File: src/hw/rtl/mbrhm_pkg.sv
// Package for the Modbus RTU read-holding-registers master.
// Holds item structs, codes, the controller state type and the CRC-16 byte update.
// No dependencies.
`timescale 1ns / 1ps
`default_nettype none

package mbrhm_pkg;

    localparam int MAX_REGS_DEF = 20;

    localparam int QTY_W   = 6;
    localparam int CFG_W   = 16;
    localparam int COUNT_W = 8;

    // configuration register indexes
    localparam logic [1:0] CFG_SLAVE_ADDR     = 2'd0;
    localparam logic [1:0] CFG_START_REGISTER = 2'd1;
    localparam logic [1:0] CFG_QUANTITY       = 2'd2;
    localparam logic [1:0] CFG_TIMEOUT_TICKS  = 2'd3;

    localparam logic [7:0]  SLAVE_ADDR_RST     = 8'd1;
    localparam logic [15:0] START_REGISTER_RST = 16'd1;
    localparam logic [5:0]  QUANTITY_RST       = 6'd2;
    localparam logic [15:0] TIMEOUT_TICKS_RST  = 16'd300;

    // input item kinds
    localparam logic [1:0] IN_START = 2'd0;
    localparam logic [1:0] IN_BYTE  = 2'd1;
    localparam logic [1:0] IN_TICK  = 2'd2;

    // result item kinds
    localparam logic [1:0] OUT_TX     = 2'd0;
    localparam logic [1:0] OUT_WORD   = 2'd1;
    localparam logic [1:0] OUT_STATUS = 2'd2;

    // status codes
    localparam logic [2:0] STAT_OK        = 3'd0;
    localparam logic [2:0] STAT_BAD_ARG   = 3'd1;
    localparam logic [2:0] STAT_TIMEOUT   = 3'd2;
    localparam logic [2:0] STAT_ADDRESS   = 3'd3;
    localparam logic [2:0] STAT_EXCEPTION = 3'd4;
    localparam logic [2:0] STAT_FUNCTION  = 3'd5;
    localparam logic [2:0] STAT_BYTE_CNT  = 3'd6;
    localparam logic [2:0] STAT_CRC       = 3'd7;

    localparam logic [7:0]  FUNC_READ_HOLDING = 8'h03;
    localparam logic [7:0]  FUNC_EXC_FLAG     = 8'h80;
    localparam logic [15:0] CRC_INIT          = 16'hFFFF;
    localparam logic [15:0] CRC_POLY          = 16'hA001;

    typedef struct packed {
        logic [1:0] kind;
        logic [7:0] rx_byte;
    } in_item_t;

    typedef struct packed {
        logic [1:0]  out_kind;
        logic [7:0]  tx_byte;
        logic [5:0]  reg_index;
        logic [15:0] reg_value;
        logic [2:0]  status;
        logic [7:0]  exception_code;
        logic        last;
    } out_item_t;

    typedef enum logic [2:0] {
        S_IDLE,
        S_TX,
        S_WAIT,
        S_RD_ADDR,
        S_RD_DATA,
        S_DONE
    } state_t;

    // reflected CRC-16, one byte
    function automatic logic [15:0] crc16_feed(input logic [15:0] crc, input logic [7:0] b);
        logic [15:0] c;
        c = crc ^ {8'h00, b};
        for (int i = 0; i < 8; i++)
        begin
            c = c[0] ? ((c >> 1) ^ CRC_POLY) : (c >> 1);
        end
        return c;
    endfunction

endpackage

`default_nettype wire

File: src/hw/rtl/modbus_rtu_read_holding_master.sv
// Modbus RTU master, function 0x03 (read holding registers): request framing,
// response CRC check and register word readout. Uses mbrhm_pkg and mbrhm_ram.
//
//  channel | direction | handshake          | payload
//  --------+-----------+--------------------+--------------------------------
//  in      | input     | in_valid/in_stall   | mbrhm_pkg::in_item_t
//  out     | output    | out_valid/out_stall | mbrhm_pkg::out_item_t
//  cfg     | input     | cfg_write          | cfg_index, cfg_data
//
// Received bytes and ticks are taken one per cycle while the output register is free.
// After a start the 8 request bytes leave at one per cycle while the output is free.
// After a good frame each register word is read (S_RD_ADDR), then sent (S_RD_DATA);
// one status item follows. Reset needs no sweep: the word store is only read after
// a full frame wrote it. in_stall is held while the request or the readout is in
// progress, and whenever the output register is full and stalled.
`timescale 1ns / 1ps
`default_nettype none

module modbus_rtu_read_holding_master #(
    parameter int MAX_REGS = mbrhm_pkg::MAX_REGS_DEF
) (
    input  wire logic                       clk,
    input  wire logic                       rst_n,
    input  wire logic                       in_valid,
    output logic                            in_stall,
    input  wire mbrhm_pkg::in_item_t        in_data,
    output logic                            out_valid,
    input  wire logic                       out_stall,
    output mbrhm_pkg::out_item_t            out_data,
    input  wire logic                       cfg_write,
    input  wire logic [1:0]                 cfg_index,
    input  wire logic [mbrhm_pkg::CFG_W-1:0] cfg_data
);

    localparam int AW = (MAX_REGS > 1) ? $clog2(MAX_REGS) : 1;

    mbrhm_pkg::state_t    state_reg, state_next;
    logic                 out_valid_reg, out_valid_next;
    mbrhm_pkg::out_item_t out_data_reg, out_data_next;

    logic [7:0]  slave_addr_reg;
    logic [15:0] start_register_reg;
    logic [5:0]  quantity_reg;
    logic [15:0] timeout_ticks_reg;

    logic [7:0]  req_addr_reg, req_addr_next;
    logic [5:0]  req_qty_reg, req_qty_next;
    logic [2:0]  tx_idx_reg, tx_idx_next;
    logic [15:0] crc_reg, crc_next;
    logic [7:0]  rx_count_reg, rx_count_next;
    logic [15:0] wait_ticks_reg, wait_ticks_next;
    logic [5:0]  rd_idx_reg, rd_idx_next;
    logic [7:0]  resp_address_reg, resp_address_next;
    logic [7:0]  resp_function_reg, resp_function_next;
    logic [7:0]  resp_byte_count_reg, resp_byte_count_next;
    logic [7:0]  crc_low_reg, crc_low_next;
    logic [7:0]  high_hold_reg, high_hold_next;

    logic          out_free, in_fire;
    logic          qty_bad;
    logic [7:0]    tx_byte_sel;
    logic [15:0]   ticks_inc;
    logic          timeout_hit;
    logic [7:0]    expected, idx_plus2, body_off;
    logic          is_body, is_crc_lo;
    logic [15:0]   got_crc;
    logic [2:0]    chk_status;
    logic [6:0]    word_pos;
    logic [5:0]    rd_idx_inc;

    logic          ram_we, ram_re;
    logic [AW-1:0] ram_wr_addr;
    logic [15:0]   ram_wr_data, ram_rd_data;

    assign out_free  = !out_valid_reg || !out_stall;
    assign in_stall  = !((state_reg == mbrhm_pkg::S_IDLE) || (state_reg == mbrhm_pkg::S_WAIT))
                       || !out_free;
    assign in_fire   = in_valid && !in_stall;
    assign out_valid = out_valid_reg;
    assign out_data  = out_data_reg;

    assign qty_bad = (quantity_reg == 6'd0) || (quantity_reg > 6'(MAX_REGS));

    always_comb
    begin
        unique case (tx_idx_reg)
            3'd0: tx_byte_sel = req_addr_reg;
            3'd1: tx_byte_sel = mbrhm_pkg::FUNC_READ_HOLDING;
            3'd2: tx_byte_sel = start_register_reg[15:8];
            3'd3: tx_byte_sel = start_register_reg[7:0];
            3'd4: tx_byte_sel = 8'd0;
            3'd5: tx_byte_sel = {2'b00, req_qty_reg};
            3'd6: tx_byte_sel = crc_reg[7:0];
            3'd7: tx_byte_sel = crc_reg[15:8];
            default: tx_byte_sel = 8'd0;
        endcase
    end

    assign ticks_inc   = (wait_ticks_reg != 16'hFFFF) ? (wait_ticks_reg + 16'd1) : wait_ticks_reg;
    assign timeout_hit = ticks_inc >= timeout_ticks_reg;

    assign expected   = 8'd5 + {1'b0, req_qty_reg, 1'b0};
    assign idx_plus2  = rx_count_reg + 8'd2;
    assign is_body    = idx_plus2 < expected;
    assign is_crc_lo  = idx_plus2 == expected;
    assign body_off   = rx_count_reg - 8'd3;
    assign word_pos   = body_off[7:1];
    assign got_crc    = {in_data.rx_byte, crc_low_reg};
    assign rd_idx_inc = rd_idx_reg + 6'd1;

    always_comb
    begin
        if (resp_address_reg != req_addr_reg)
        begin
            chk_status = mbrhm_pkg::STAT_ADDRESS;
        end
        else if (resp_function_reg == (mbrhm_pkg::FUNC_READ_HOLDING | mbrhm_pkg::FUNC_EXC_FLAG))
        begin
            chk_status = mbrhm_pkg::STAT_EXCEPTION;
        end
        else if (resp_function_reg != mbrhm_pkg::FUNC_READ_HOLDING)
        begin
            chk_status = mbrhm_pkg::STAT_FUNCTION;
        end
        else if (resp_byte_count_reg != {1'b0, req_qty_reg, 1'b0})
        begin
            chk_status = mbrhm_pkg::STAT_BYTE_CNT;
        end
        else if (got_crc != crc_reg)
        begin
            chk_status = mbrhm_pkg::STAT_CRC;
        end
        else
        begin
            chk_status = mbrhm_pkg::STAT_OK;
        end
    end

    // next state
    always_comb
    begin
        state_next = state_reg;
        unique case (state_reg)
            mbrhm_pkg::S_IDLE:
            begin
                if (in_fire && (in_data.kind == mbrhm_pkg::IN_START) && !qty_bad)
                begin
                    state_next = mbrhm_pkg::S_TX;
                end
            end
            mbrhm_pkg::S_WAIT:
            begin
                if (in_fire)
                begin
                    priority if (in_data.kind == mbrhm_pkg::IN_START)
                    begin
                        state_next = qty_bad ? mbrhm_pkg::S_IDLE : mbrhm_pkg::S_TX;
                    end
                    else if (in_data.kind == mbrhm_pkg::IN_TICK)
                    begin
                        if (timeout_hit)
                        begin
                            state_next = mbrhm_pkg::S_IDLE;
                        end
                    end
                    else if (in_data.kind == mbrhm_pkg::IN_BYTE)
                    begin
                        if (!is_body && !is_crc_lo)
                        begin
                            state_next = (chk_status == mbrhm_pkg::STAT_OK) ?
                                         mbrhm_pkg::S_RD_ADDR : mbrhm_pkg::S_IDLE;
                        end
                    end
                    else
                    begin
                        state_next = state_reg;
                    end
                end
            end
            mbrhm_pkg::S_TX:
            begin
                if (out_free && (tx_idx_reg == 3'd7))
                begin
                    state_next = mbrhm_pkg::S_WAIT;
                end
            end
            mbrhm_pkg::S_RD_ADDR:
            begin
                state_next = mbrhm_pkg::S_RD_DATA;
            end
            mbrhm_pkg::S_RD_DATA:
            begin
                if (out_free)
                begin
                    state_next = (rd_idx_inc == req_qty_reg) ? mbrhm_pkg::S_DONE
                                                              : mbrhm_pkg::S_RD_ADDR;
                end
            end
            mbrhm_pkg::S_DONE:
            begin
                if (out_free)
                begin
                    state_next = mbrhm_pkg::S_IDLE;
                end
            end
            default:
            begin
                state_next = mbrhm_pkg::S_IDLE;
            end
        endcase
    end

    // datapath and outputs
    always_comb
    begin
        out_valid_next       = out_valid_reg && out_stall;
        out_data_next        = out_data_reg;
        req_addr_next        = req_addr_reg;
        req_qty_next         = req_qty_reg;
        tx_idx_next          = tx_idx_reg;
        crc_next             = crc_reg;
        rx_count_next        = rx_count_reg;
        wait_ticks_next      = wait_ticks_reg;
        rd_idx_next          = rd_idx_reg;
        resp_address_next    = resp_address_reg;
        resp_function_next   = resp_function_reg;
        resp_byte_count_next = resp_byte_count_reg;
        crc_low_next         = crc_low_reg;
        high_hold_next       = high_hold_reg;
        ram_we               = 1'b0;
        ram_re               = 1'b0;
        ram_wr_addr          = word_pos[AW-1:0];
        ram_wr_data          = {high_hold_reg, in_data.rx_byte};

        unique case (state_reg)
            mbrhm_pkg::S_IDLE, mbrhm_pkg::S_WAIT:
            begin
                if (in_fire && (in_data.kind == mbrhm_pkg::IN_START))
                begin
                    if (qty_bad)
                    begin
                        out_valid_next = 1'b1;
                        out_data_next  = '0;
                        out_data_next.out_kind = mbrhm_pkg::OUT_STATUS;
                        out_data_next.status   = mbrhm_pkg::STAT_BAD_ARG;
                        out_data_next.last     = 1'b1;
                    end
                    else
                    begin
                        req_addr_next   = slave_addr_reg;
                        req_qty_next    = quantity_reg;
                        tx_idx_next     = 3'd0;
                        crc_next        = mbrhm_pkg::CRC_INIT;
                        rx_count_next   = 8'd0;
                        wait_ticks_next = 16'd0;
                    end
                end
                else if (in_fire && (state_reg == mbrhm_pkg::S_WAIT)
                         && (in_data.kind == mbrhm_pkg::IN_TICK))
                begin
                    wait_ticks_next = ticks_inc;
                    if (timeout_hit)
                    begin
                        out_valid_next = 1'b1;
                        out_data_next  = '0;
                        out_data_next.out_kind = mbrhm_pkg::OUT_STATUS;
                        out_data_next.status   = mbrhm_pkg::STAT_TIMEOUT;
                        out_data_next.last     = 1'b1;
                    end
                end
                else if (in_fire && (state_reg == mbrhm_pkg::S_WAIT)
                         && (in_data.kind == mbrhm_pkg::IN_BYTE))
                begin
                    rx_count_next = rx_count_reg + 8'd1;
                    priority if (is_body)
                    begin
                        crc_next = mbrhm_pkg::crc16_feed(crc_reg, in_data.rx_byte);
                        priority if (rx_count_reg == 8'd0)
                        begin
                            resp_address_next = in_data.rx_byte;
                        end
                        else if (rx_count_reg == 8'd1)
                        begin
                            resp_function_next = in_data.rx_byte;
                        end
                        else if (rx_count_reg == 8'd2)
                        begin
                            resp_byte_count_next = in_data.rx_byte;
                        end
                        else if (!body_off[0])
                        begin
                            high_hold_next = in_data.rx_byte;
                        end
                        else
                        begin
                            ram_we = 1'b1;
                        end
                    end
                    else if (is_crc_lo)
                    begin
                        crc_low_next = in_data.rx_byte;
                    end
                    else
                    begin
                        rd_idx_next = 6'd0;
                        if (chk_status != mbrhm_pkg::STAT_OK)
                        begin
                            out_valid_next = 1'b1;
                            out_data_next  = '0;
                            out_data_next.out_kind = mbrhm_pkg::OUT_STATUS;
                            out_data_next.status   = chk_status;
                            out_data_next.last     = 1'b1;
                            if (chk_status == mbrhm_pkg::STAT_EXCEPTION)
                            begin
                                out_data_next.exception_code = resp_byte_count_reg;
                            end
                        end
                    end
                end
            end
            mbrhm_pkg::S_TX:
            begin
                if (out_free)
                begin
                    out_valid_next = 1'b1;
                    out_data_next  = '0;
                    out_data_next.out_kind = mbrhm_pkg::OUT_TX;
                    out_data_next.tx_byte  = tx_byte_sel;
                    out_data_next.last     = (tx_idx_reg == 3'd7);
                    tx_idx_next = tx_idx_reg + 3'd1;
                    if (tx_idx_reg < 3'd6)
                    begin
                        crc_next = mbrhm_pkg::crc16_feed(crc_reg, tx_byte_sel);
                    end
                    else if (tx_idx_reg == 3'd7)
                    begin
                        crc_next = mbrhm_pkg::CRC_INIT;  // response CRC starts fresh
                    end
                end
            end
            mbrhm_pkg::S_RD_ADDR:
            begin
                ram_re = 1'b1;
            end
            mbrhm_pkg::S_RD_DATA:
            begin
                if (out_free)
                begin
                    out_valid_next = 1'b1;
                    out_data_next  = '0;
                    out_data_next.out_kind  = mbrhm_pkg::OUT_WORD;
                    out_data_next.reg_index = rd_idx_reg;
                    out_data_next.reg_value = ram_rd_data;
                    rd_idx_next = rd_idx_inc;
                end
            end
            mbrhm_pkg::S_DONE:
            begin
                if (out_free)
                begin
                    out_valid_next = 1'b1;
                    out_data_next  = '0;
                    out_data_next.out_kind = mbrhm_pkg::OUT_STATUS;
                    out_data_next.status   = mbrhm_pkg::STAT_OK;
                    out_data_next.last     = 1'b1;
                end
            end
            default:
            begin
                out_valid_next = 1'b0;
            end
        endcase
    end

    always_ff @(posedge clk or negedge rst_n)
    begin
        if (!rst_n)
        begin
            state_reg          <= mbrhm_pkg::S_IDLE;
            out_valid_reg      <= 1'b0;
            tx_idx_reg         <= 3'd0;
            crc_reg            <= mbrhm_pkg::CRC_INIT;
            rx_count_reg       <= 8'd0;
            wait_ticks_reg     <= 16'd0;
            rd_idx_reg         <= 6'd0;
            slave_addr_reg     <= mbrhm_pkg::SLAVE_ADDR_RST;
            start_register_reg <= mbrhm_pkg::START_REGISTER_RST;
            quantity_reg       <= mbrhm_pkg::QUANTITY_RST;
            timeout_ticks_reg  <= mbrhm_pkg::TIMEOUT_TICKS_RST;
        end
        else
        begin
            state_reg      <= state_next;
            out_valid_reg  <= out_valid_next;
            tx_idx_reg     <= tx_idx_next;
            crc_reg        <= crc_next;
            rx_count_reg   <= rx_count_next;
            wait_ticks_reg <= wait_ticks_next;
            rd_idx_reg     <= rd_idx_next;
            if (cfg_write)
            begin
                unique case (cfg_index)
                    mbrhm_pkg::CFG_SLAVE_ADDR:     slave_addr_reg     <= cfg_data[7:0];
                    mbrhm_pkg::CFG_START_REGISTER: start_register_reg <= cfg_data;
                    mbrhm_pkg::CFG_QUANTITY:       quantity_reg       <= cfg_data[5:0];
                    mbrhm_pkg::CFG_TIMEOUT_TICKS:  timeout_ticks_reg  <= cfg_data;
                    default:                       slave_addr_reg     <= slave_addr_reg;
                endcase
            end
        end
    end

    always_ff @(posedge clk)
    begin
        out_data_reg        <= out_data_next;
        req_addr_reg        <= req_addr_next;
        req_qty_reg         <= req_qty_next;
        resp_address_reg    <= resp_address_next;
        resp_function_reg   <= resp_function_next;
        resp_byte_count_reg <= resp_byte_count_next;
        crc_low_reg         <= crc_low_next;
        high_hold_reg       <= high_hold_next;
    end

    // words are written only while waiting for the frame and read only after it,
    // so write and read never touch the same entry in one cycle
    mbrhm_ram #(
        .WIDTH (16),
        .DEPTH (MAX_REGS)
    ) u_word_store (
        .clk     (clk),
        .wr_en   (ram_we),
        .wr_addr (ram_wr_addr),
        .wr_data (ram_wr_data),
        .rd_en   (ram_re),
        .rd_addr (rd_idx_reg[AW-1:0]),
        .rd_data (ram_rd_data)
    );

endmodule

`default_nettype wire

File: src/hw/rtl/mbrhm_ram.sv
// Generic single-port-write, single-port-read RAM with registered read data.
// No dependencies.
`timescale 1ns / 1ps
`default_nettype none

module mbrhm_ram #(
    parameter int WIDTH = 16,
    parameter int DEPTH = 20,
    localparam int AW = (DEPTH > 1) ? $clog2(DEPTH) : 1
) (
    input  wire logic             clk,
    input  wire logic             wr_en,
    input  wire logic [AW-1:0]    wr_addr,
    input  wire logic [WIDTH-1:0] wr_data,
    input  wire logic             rd_en,
    input  wire logic [AW-1:0]    rd_addr,
    output logic      [WIDTH-1:0] rd_data
);

    logic [WIDTH-1:0] mem [DEPTH];

    always_ff @(posedge clk)
    begin
        if (wr_en)
        begin
            mem[wr_addr] <= wr_data;
        end
        if (rd_en)
        begin
            rd_data <= mem[rd_addr];
        end
    end

endmodule

`default_nettype wire

File: config.mk
export PLATFORM = sky130hd
export DESIGN_NAME = modbus_rtu_read_holding_master
export DESIGN_NICKNAME = d
export VERILOG_FILES = /design/src/hw/rtl/mbrhm_pkg.sv /design/src/hw/rtl/modbus_rtu_read_holding_master.sv /design/src/hw/rtl/mbrhm_ram.sv
export SDC_FILE = /design/constraint.sdc
export NUM_CORES = 1
export LEC_CHECK = 0
export ABC_AREA = 1
export BUFFER_PORTS_ARGS = -buffer_cell sky130_fd_sc_hd__buf_2
export CELL_PAD_IN_SITES_DETAIL_PLACEMENT = 1
export CELL_PAD_IN_SITES_GLOBAL_PLACEMENT = 1
export CORE_ASPECT_RATIO = 1.2
export CORE_MARGIN = 2
export CORE_UTILIZATION = 54
export DETAILED_ROUTE_END_ITERATION = 16
export PLACE_DENSITY_LB_ADDON = 0.3
export SLEW_MARGIN = 25
export SYNTH_ARGS = -nofsm -noshare
export SYNTH_HDL_FRONTEND = slang
export SYNTH_SLANG_ARGS = --single-unit
File: constraint.sdc
create_clock -name clk -period 13 [get_ports clk]
set_clock_uncertainty 0.1 [all_clocks]
set_input_delay 1.3 -clock clk [delete_from_list [all_inputs] [get_ports clk]]
set_output_delay 1.3 -clock clk [all_outputs]
set_load 0.005 [all_outputs]
==> metrics.log, run 1 <==
INFO  metric drc = 0
INFO  metric worstHoldPathCells = 0
INFO  metric global_route.usage.met2 = 0.5737
INFO  metric setup_tns = 0 ps
INFO  metric syn-cell-area = 23,680 um2
INFO  metric async_reset_ff_frac = 0.1857
INFO  metric fraction_of_layout_cells_with_a_size_suffix_above_1 = 0.1205
INFO  metric clockBufferDepth = 3
INFO  metric globalRouteTotalUtil = 0.3086
INFO  metric yosys.cell_types.count = 56
INFO  metric top_usage_layer = met2
INFO  metric synth.avg_cell_area = 11.06 um2
INFO  metric clock_tree.root_cell = sky130_fd_sc_hd__clkbuf_16
INFO  metric grt-ovfl-total = 0
INFO  metric cts-htree-levels = 2
INFO  metric crit_arrival = 4720 ps
INFO  metric detailedPlacementHpwl = 45,090 um
INFO  metric cp-start-kind = flip-flop
INFO  metric period_needed = 4581 ps
INFO  metric detailedRoute.firstPassIterationCount = 5
INFO  metric cts_post_setup_buffers_inserted = 0
INFO  metric floorplan.initialDensity = 0.5442
INFO  metric maxSlewViolCount = 0
INFO  metric holdCritStartpoint = slave_addr_reg[1]$_DFFE_PN0P_
INFO  metric critical_path_class = reg2reg
INFO  metric synth-edff-count = ~430
INFO  metric post-synth-top-area-fraction = 0.5504
INFO  metric use_met1 = 0.3484
INFO  metric stdcell_count = ~2,800
INFO  metric routed_wl = roughly 70,000 um
INFO  metric dp.cells = 2,717
INFO  metric critical_path_peak_fanout = 44
INFO  metric wire_per_inst = 24.89 um
INFO  metric min_delay_worst_endpoint = req_addr_reg[1]$_DFFE_PP_
INFO  metric synth_warnings = 0
INFO  metric routed_via_density = 6.079
INFO  metric cts_buffers = 51
INFO  metric number_of_instances_in_the_synthesized_netlist = around 2,100
INFO  metric register_bit_total_from_synthesis = 533
INFO  metric final_net_count = 2,286
INFO  metric io_pins = 79
INFO  metric grt_antenna_before_repair = 1
INFO  metric worstReg2RegStart = wait_ticks_reg[1]$_DFFE_PN0P_
INFO  metric die_w = between 150 and 200 um
INFO  metric cts_tree = yes
INFO  metric ys.flop_type = sky130_fd_sc_hd__edfxtp_1
INFO  metric hold_viol = 0
INFO  metric max-slew-margin-rel = 0.3168
INFO  metric synth_sequential_area_ratio = 0.6563
INFO  metric tightest_slew = 1019 ps
INFO  metric r2r_cells = 23
INFO  metric setup_viol = 0
INFO  metric synth.net_count = 2,215
INFO  metric leakagePower = 10.04 nW
INFO  metric antenna_left = 0
INFO  metric grt_first_pass_wirelength = 105,800 um
INFO  metric core_area = about 44,000 um2
INFO  metric first_global_vias = 18,420
INFO  metric achievable-frequency = 218.3 MHz
INFO  metric clkSinkCount = 533
INFO  metric vias = 17,080
INFO  metric number_of_flip_flops_in_the_largest_register = 320
INFO  metric synth_area_leaders = sky130_fd_sc_hd__edfxtp_1, sky130_fd_sc_hd__dfrtp_1, sky130_fd_sc_hd__o21ai_0
INFO  metric outcome = complete, no violations
INFO  metric finalCritPeriodShare = 0.3524
INFO  metric floorplan.die_area = around 46,000 um2
INFO  metric post_cts_resized = 0
INFO  metric die_h = 233.4 um
INFO  metric holdBufCountCts = 0
INFO  metric layout-area-overhead-vs-synth = 11.23%
INFO  metric rows = 84
INFO  metric clock_latency = roughly 610 ps
INFO  metric worst-endpoint-required = between 10,000 and 15,000 ps
INFO  metric drt_first_iter_violations = roughly 1,300
INFO  metric place.port_buffers = roughly 80
INFO  metric rsz0062_at_grt = no
INFO  metric critical_path.reg2reg.endpoint = out_data[29]$_DFFE_PP_
INFO  metric max_cap_violations = 0
INFO  metric worst_reg2reg_setup_slack = between 8000 and 9000 ps
INFO  metric vdd_drop_max = 0.1428 mV
INFO  metric cellPowerDensity = 187.9 nW/um2
INFO  metric synthDominantAreaCellType = sky130_fd_sc_hd__edfxtp_1
INFO  metric worstSetupEndpointType = flip-flop
INFO  metric place_congestion = 0.8890
INFO  metric grt.met3_usage = 0.04230
INFO  metric grt_start_max_net_pins = between 80 and 90
INFO  metric clk_transition_reported_paths = 70 ps
INFO  metric hp-class = reg2reg
==> area by class of cell <==
class                           count  area, um2
Antenna cell                        1      2.502
Clock buffer                       70       1445
Clock inverter                     21      198.9
Fill cell                        4585      17170
Inverter                          176      663.1
Multi-Input combinational cell   1335       7118
Sequential cell                   533      15540
Tap cell                          559      699.4
Timing Repair Buffer              114      666.9
==> placed cells by master, fill, tap and decap left out, types with 7 or more instances in the layout <==
master	n
sky130_fd_sc_hd__edfxtp_1	434
sky130_fd_sc_hd__nor2_1	298
sky130_fd_sc_hd__nand2_1	287
sky130_fd_sc_hd__o21ai_0	253
sky130_fd_sc_hd__inv_1	166
sky130_fd_sc_hd__nand3_1	89
sky130_fd_sc_hd__buf_2	77
sky130_fd_sc_hd__dfrtp_1	74
sky130_fd_sc_hd__a21oi_1	58
sky130_fd_sc_hd__clkbuf_16	54
sky130_fd_sc_hd__o22ai_1	53
sky130_fd_sc_hd__xor2_1	52
sky130_fd_sc_hd__ha_1	42
sky130_fd_sc_hd__buf_4	36
sky130_fd_sc_hd__o221ai_1	29
sky130_fd_sc_hd__nor3_1	23
sky130_fd_sc_hd__dfstp_2	23
sky130_fd_sc_hd__a31oi_1	19
sky130_fd_sc_hd__nand3_2	16
sky130_fd_sc_hd__xnor2_1	14
sky130_fd_sc_hd__nand2_2	14
sky130_fd_sc_hd__a32o_1	14
sky130_fd_sc_hd__nand4_1	12
sky130_fd_sc_hd__clkbuf_1	12
sky130_fd_sc_hd__nor4_1	8
sky130_fd_sc_hd__clkinv_1	8
sky130_fd_sc_hd__inv_2	7
sky130_fd_sc_hd__clkinv_2	7
==> layer usage <==
layer  vias to the layer above  part of all wire
met2                       581              0.53
met1                      8656              0.37
met4                         0             0.049
li1                       7661                 -
met3                       177             0.049
met5                         -                 0
==> per-stage QoR <==
stage               instance area (um2)  setup slack, ps  hold slack [ps]    util  power [mW]
finish                            26340             8419            355.5  0.6053       4.949
global route                      26340             7900            371.8  0.6052       5.188
CTS                               26320             8434            349.4  0.6049       4.968
detailed placement                24680             8452            333.1  0.5671       3.490
global placement                  24660             8617            333.2  0.5669       3.420
floorplan                         23680             7479            325.3       -       3.060
==> power breakdown <==
| part | leakage [nW] | internal (mW) | switching [mW] |
|---|---|---|---|
| Clock | 0.797 | 0.821 | 0.649 |
| Sequential | 5.14 | 2.04 | 0.139 |
| Combinational | 4.10 | 0.400 | 0.899 |
| Total | 10.0 | 3.26 | 1.69 |
==> worst max path at each step <==
stage	from	slack [ps]	cells past startpoint	to
detailed placement	wait_ticks_reg[1]$_DFFE_PN0P_	8450	23	out_data[26]$_DFFE_PP_
global route	wait_ticks_reg[0]$_DFFE_PN0P_	7900	23	out_data[20]$_DFFE_PP_
CTS	wait_ticks_reg[1]$_DFFE_PN0P_	8430	23	out_data[23]$_DFFE_PP_
floorplan	wait_ticks_reg[0]$_DFFE_PN0P_	7480	22	out_data[0]$_DFFE_PP_
global placement	out_stall	8620	10	out_data[26]$_DFFE_PP_
finish	wait_ticks_reg[1]$_DFFE_PN0P_	8420	23	out_data[29]$_DFFE_PP_
==> critical path, cell delays in order (launching register included) <==
cell	delay, ps
sky130_fd_sc_hd__dfrtp_1	350
sky130_fd_sc_hd__ha_1	150
sky130_fd_sc_hd__inv_1	60
sky130_fd_sc_hd__nor3_1	270
sky130_fd_sc_hd__nand3_1	170
sky130_fd_sc_hd__nor2_1	240
sky130_fd_sc_hd__nand3_1	130
sky130_fd_sc_hd__nor2_1	170
sky130_fd_sc_hd__nand3_2	170
sky130_fd_sc_hd__nand2_1	100
sky130_fd_sc_hd__nor2_1	50
sky130_fd_sc_hd__nand2_1	70
sky130_fd_sc_hd__xor2_1	200
sky130_fd_sc_hd__inv_1	70
sky130_fd_sc_hd__ha_1	300
sky130_fd_sc_hd__nand2_1	80
sky130_fd_sc_hd__nor2_1	160
sky130_fd_sc_hd__nand2_1	80
sky130_fd_sc_hd__o211ai_1	90
sky130_fd_sc_hd__nand2_1	70
sky130_fd_sc_hd__nand3_1	150
sky130_fd_sc_hd__o221ai_1	180
sky130_fd_sc_hd__a31oi_4	170
sky130_fd_sc_hd__buf_4	560
==> logic make-up (layout without fill, tap and decap cells) <==
family,count (synthesis),in the layout,synth area share
xor gates and xnor gates,68,68,0.02579
other,0,1,0
and+or+nand+nor,778,778,0.1428
adders and majority gates,42,42,0.02219
AOI/OAI and AO/OA,447,447,0.1081
DFF,533,533,0.6563
buffers and inverters,272,381,0.04492
==> cells in the mapped netlist, drive strengths merged (8+ instances only) <==
| cell type | instances |
|---|---|
| edfxtp | 434 |
| o221ai | 29 |
| o21ai | 259 |
| o22ai | 53 |
| ha | 42 |
| a32o | 14 |
| or2 | 8 |
| nand4 | 12 |
| buf | 17 |
| dfstp | 23 |
| a31oi | 20 |
| nor2 | 302 |
| nor3 | 28 |
| clkbuf | 79 |
| dfrtp | 76 |
| xor2 | 53 |
| nand2 | 302 |
| inv | 173 |
| xnor2 | 15 |
| nand3 | 106 |
| a21oi | 58 |
| nor4 | 9 |
Power figures use the tool's default switching activity.
==> inputs of run 2 (changes only) <==
- CORE_UTILIZATION: 54 -> 50
- clock period: 13 -> 4.75 ns (I/O delays scaled with it)
==> run 2 against run 1 <==
  * First-iteration DRC count down 13%
  * Non-clock buffer count up 16
  * Largest cell class unchanged
  * Final cell count up 2.8%
  * Critical endpoint is now out_data[15]$_DFFE_PP_
  * Sequential power rose to 2.7 times the previous value
==> metrics.log, run 2 (synthesis gave the netlist of run 1 again) <==
INFO  metric hp-class = in2reg (was reg2reg)
INFO  metric core_area = 46,920 um2 (was 43,510 um2)
INFO  metric place_congestion = 0.8684 (was 0.8890)
INFO  metric number_of_flip_flops_in_the_largest_register = 320 (unchanged)
INFO  metric critical_path_peak_fanout = 44 (unchanged)
INFO  metric most-common-layout-cells = sky130_fd_sc_hd__edfxtp_1, sky130_fd_sc_hd__nor2_1, sky130_fd_sc_hd__nand2_1 (unchanged)
INFO  metric setup_tns = 0 ps (unchanged)
INFO  metric worst_reg2reg_setup_slack = 400 ps (was 8420 ps)
INFO  metric clock_tree.root_cell = sky130_fd_sc_hd__clkbuf_16 (unchanged)
INFO  metric setup_viol = 0 (unchanged)
INFO  metric cp-start-kind = flip-flop (unchanged)
INFO  metric critical-path-top-cell-by-count = sky130_fd_sc_hd__nand2_1 (unchanged)
INFO  metric outcome = complete, no violations (unchanged)
INFO  metric die_h = 242.4 um (was 233.4 um)
INFO  metric io_pins = 79 (unchanged)
INFO  metric vias = 17,060 (was 17,080)
INFO  metric clockBufferDepth = 3 (unchanged)
INFO  metric cts_buffers = 52 (was 51)
INFO  metric drt_first_iter_violations = 1,093 (was 1,257)
INFO  metric tightest_slew = 925.8 ps (was 1019 ps)
INFO  metric final_net_count = 2,303 (was 2,286)
INFO  metric detailedPlacementHpwl = 45,970 um (was 45,090 um)
INFO  metric routed_wl = 70,830 um (was 69,920 um)
INFO  metric post_cts_resized = 0 (unchanged)
INFO  metric antenna-diode-count = 0 (was 1)
INFO  metric critical_path_cell_by_cell = ha_1 -> inv_1 -> nor3_1 -> nand3_1 -> nor2_1 -> nand3_1 -> nor2_1 -> nand3_2 -> nand2_1 -> nor2_1 -> nand2_1 -> xor2_1 -> inv_1 -> ha_1 -> nand2_1 -> nor2_1 -> nand2_1 -> o211ai_1 -> nand2_1 -> nand3_1 -> o221ai_1 -> a31oi_4 -> buf_12 (was ha_1 -> inv_1 -> nor3_1 -> nand3_1 -> nor2_1 -> nand3_1 -> nor2_1 -> nand3_2 -> nand2_1 -> nor2_1 -> nand2_1 -> xor2_1 -> inv_1 -> ha_1 -> nand2_1 -> nor2_1 -> nand2_1 -> o211ai_1 -> nand2_1 -> nand3_1 -> o221ai_1 -> a31oi_4 -> buf_4)
INFO  metric fraction_of_layout_cells_with_a_size_suffix_above_1 = 0.1306 (was 0.1205)
INFO  metric critPathSlowestCell = sky130_fd_sc_hd__dfrtp_1 (was sky130_fd_sc_hd__buf_4)
INFO  metric antenna_left = 0 (unchanged)
INFO  metric first_global_vias = 18,450 (was 18,420)
INFO  metric critical_path_class = reg2reg (unchanged)
INFO  metric finalPower = 13.50 mW (was 4.949 mW)
INFO  metric grt_start_max_net_pins = 81 (was 87)
INFO  metric max_cap_violations = 0 (unchanged)
INFO  metric grt_first_pass_wirelength = 107,800 um (was 105,800 um)
INFO  metric clock_latency = 620 ps (was 610 ps)
INFO  metric finish.utilization = 0.5656 (was 0.6053)
INFO  metric hold_viol = 0 (unchanged)
INFO  metric floorplan.initialDensity = 0.5047 (was 0.5442)
INFO  metric fin_worst_hold_slack = 49.96 ps (was 355.5 ps)
INFO  metric crit_arrival = 4550 ps (was 4720 ps)
INFO  metric maxSlewViolCount = 0 (unchanged)
INFO  metric grt_antenna_before_repair = 0 (was 1)
INFO  metric leakagePower = 10.11 nW (was 10.04 nW)
INFO  metric max-slew-margin-rel = 0.3790 (was 0.3168)
INFO  metric finalCritPeriodShare = 0.9163 (was 0.3524)
INFO  metric dpl_worst_slack = 486.9 ps (was 8452 ps)
INFO  metric rsz0062_at_grt = no (unchanged)
INFO  metric cts-htree-levels = 2 (unchanged)
INFO  metric clkSinkCount = 533 (unchanged)
INFO  metric achievable-frequency = 229.8 MHz (was 218.3 MHz)
INFO  metric globalRouteTotalUtil = 0.2905 (was 0.3086)
INFO  metric cts_post_setup_buffers_inserted = 0 (unchanged)
INFO  metric drc = 0 (unchanged)
INFO  metric rows = 87 (was 84)
INFO  metric layout-area-overhead-vs-synth = 12.07% (was 11.23%)
INFO  metric floorplan.die_area = 49,120 um2 (was 45,550 um2)
INFO  metric holdBufCountCts = 1 (was 0)
INFO  metric grt-ovfl-total = 0 (unchanged)
INFO  metric worstSetupEndpointType = flip-flop (unchanged)
INFO  metric vdd_drop_max = 0.3922 mV (was 0.1428 mV)
INFO  metric wire_per_inst = 24.52 um (was 24.89 um)
INFO  metric worst-endpoint-required = 4950 ps (was 13,140 ps)
INFO  metric detailedRoute.firstPassIterationCount = 5 (unchanged)
INFO  metric cts_tree = yes (unchanged)
INFO  metric critPathMaxStageDelay = 350 ps (was 560 ps)
INFO  metric routed_via_density = 5.904 (was 6.079)
INFO  metric clk_transition_reported_paths = 60 ps (was 70 ps)
INFO  metric fin_ws = 397.8 ps (was 8419 ps)
INFO  metric place.port_buffers = 78 (unchanged)
INFO  metric cellPowerDensity = 508.7 nW/um2 (was 187.9 nW/um2)
INFO  metric layout_commonest_cell = sky130_fd_sc_hd__edfxtp_1 (unchanged)
INFO  metric die_w = 202.7 um (was 195.2 um)
INFO  metric period_needed = 4352 ps (was 4581 ps)
## run 2: worst max-delay path: cells and delay by family (launching register included)
family / cells / cell delay (ps)
and+or+nand+nor: 14 / 1990
AOI/OAI and AO/OA: 3 / 480
adders and majority gates: 2 / 450
buffers and inverters: 3 / 390
DFF: 1 / 350
xor gates and xnor gates: 1 / 190
## run 2: path summary, 6_finish.rpt
| check | depth (start not counted) | from | to |
|---|---|---|---|
| max reg2reg | 23 | wait_ticks_reg[0]$_DFFE_PN0P_ | out_data[15]$_DFFE_PP_ |
| min in group asynchronous | 2 | rst_n | start_register_reg[5]$_DFFE_PN0P_ |
| max in group asynchronous | 3 | rst_n | wait_ticks_reg[3]$_DFFE_PN0P_ |
| min | 3 | cfg_data[11] | start_register_reg[11]$_DFFE_PN0P_ |
| min reg2reg | 0 | slave_addr_reg[7]$_DFFE_PN0P_ | req_addr_reg[7]$_DFFE_PP_ |
| max | 23 | wait_ticks_reg[0]$_DFFE_PN0P_ | out_data[15]$_DFFE_PP_ |
## run 2: cell type report
| cell class | instances | area, um2 |
|---|---|---|
| Clock buffer | 59 | 1328 |
| Fill cell | 4995 | 20380 |
| Tap cell | 623 | 779.5 |
| Timing Repair Buffer | 130 | 810.8 |
| Inverter | 176 | 663.1 |
| Multi-Input combinational cell | 1335 | 7126 |
| Clock inverter | 33 | 286.5 |
| Sequential cell | 533 | 15540 |
## run 2: per-layer routing
layer / global-route usage / vias up / share of wire
met5: 0 / - / 0
met4: 0.1666 / 0 / 0.061
met3: 0.03995 / 195 / 0.048
met2: 0.5201 / 569 / 0.52
met1: 0.3317 / 8601 / 0.37
li1: - / 7693 / -
## run 2: per-stage QoR
step | instance area [um2] | cells
after floorplan | 23680 | 2140
after global placement | 24900 | 2796
after detailed placement | 24900 | 2796
after CTS | 26520 | 2889
after global routing | 26540 | 2889
final | 26540 | 2889
## run 2: report_power, final
| part | total [mW] | switching [mW] | internal (mW) |
|---|---|---|---|
| sequential | 5.96 | 0.386 | 5.58 |
| clock | 4.00 | 1.82 | 2.18 |
| combinational | 3.54 | 2.42 | 1.12 |
| total | 13.5 | 4.63 | 8.87 |
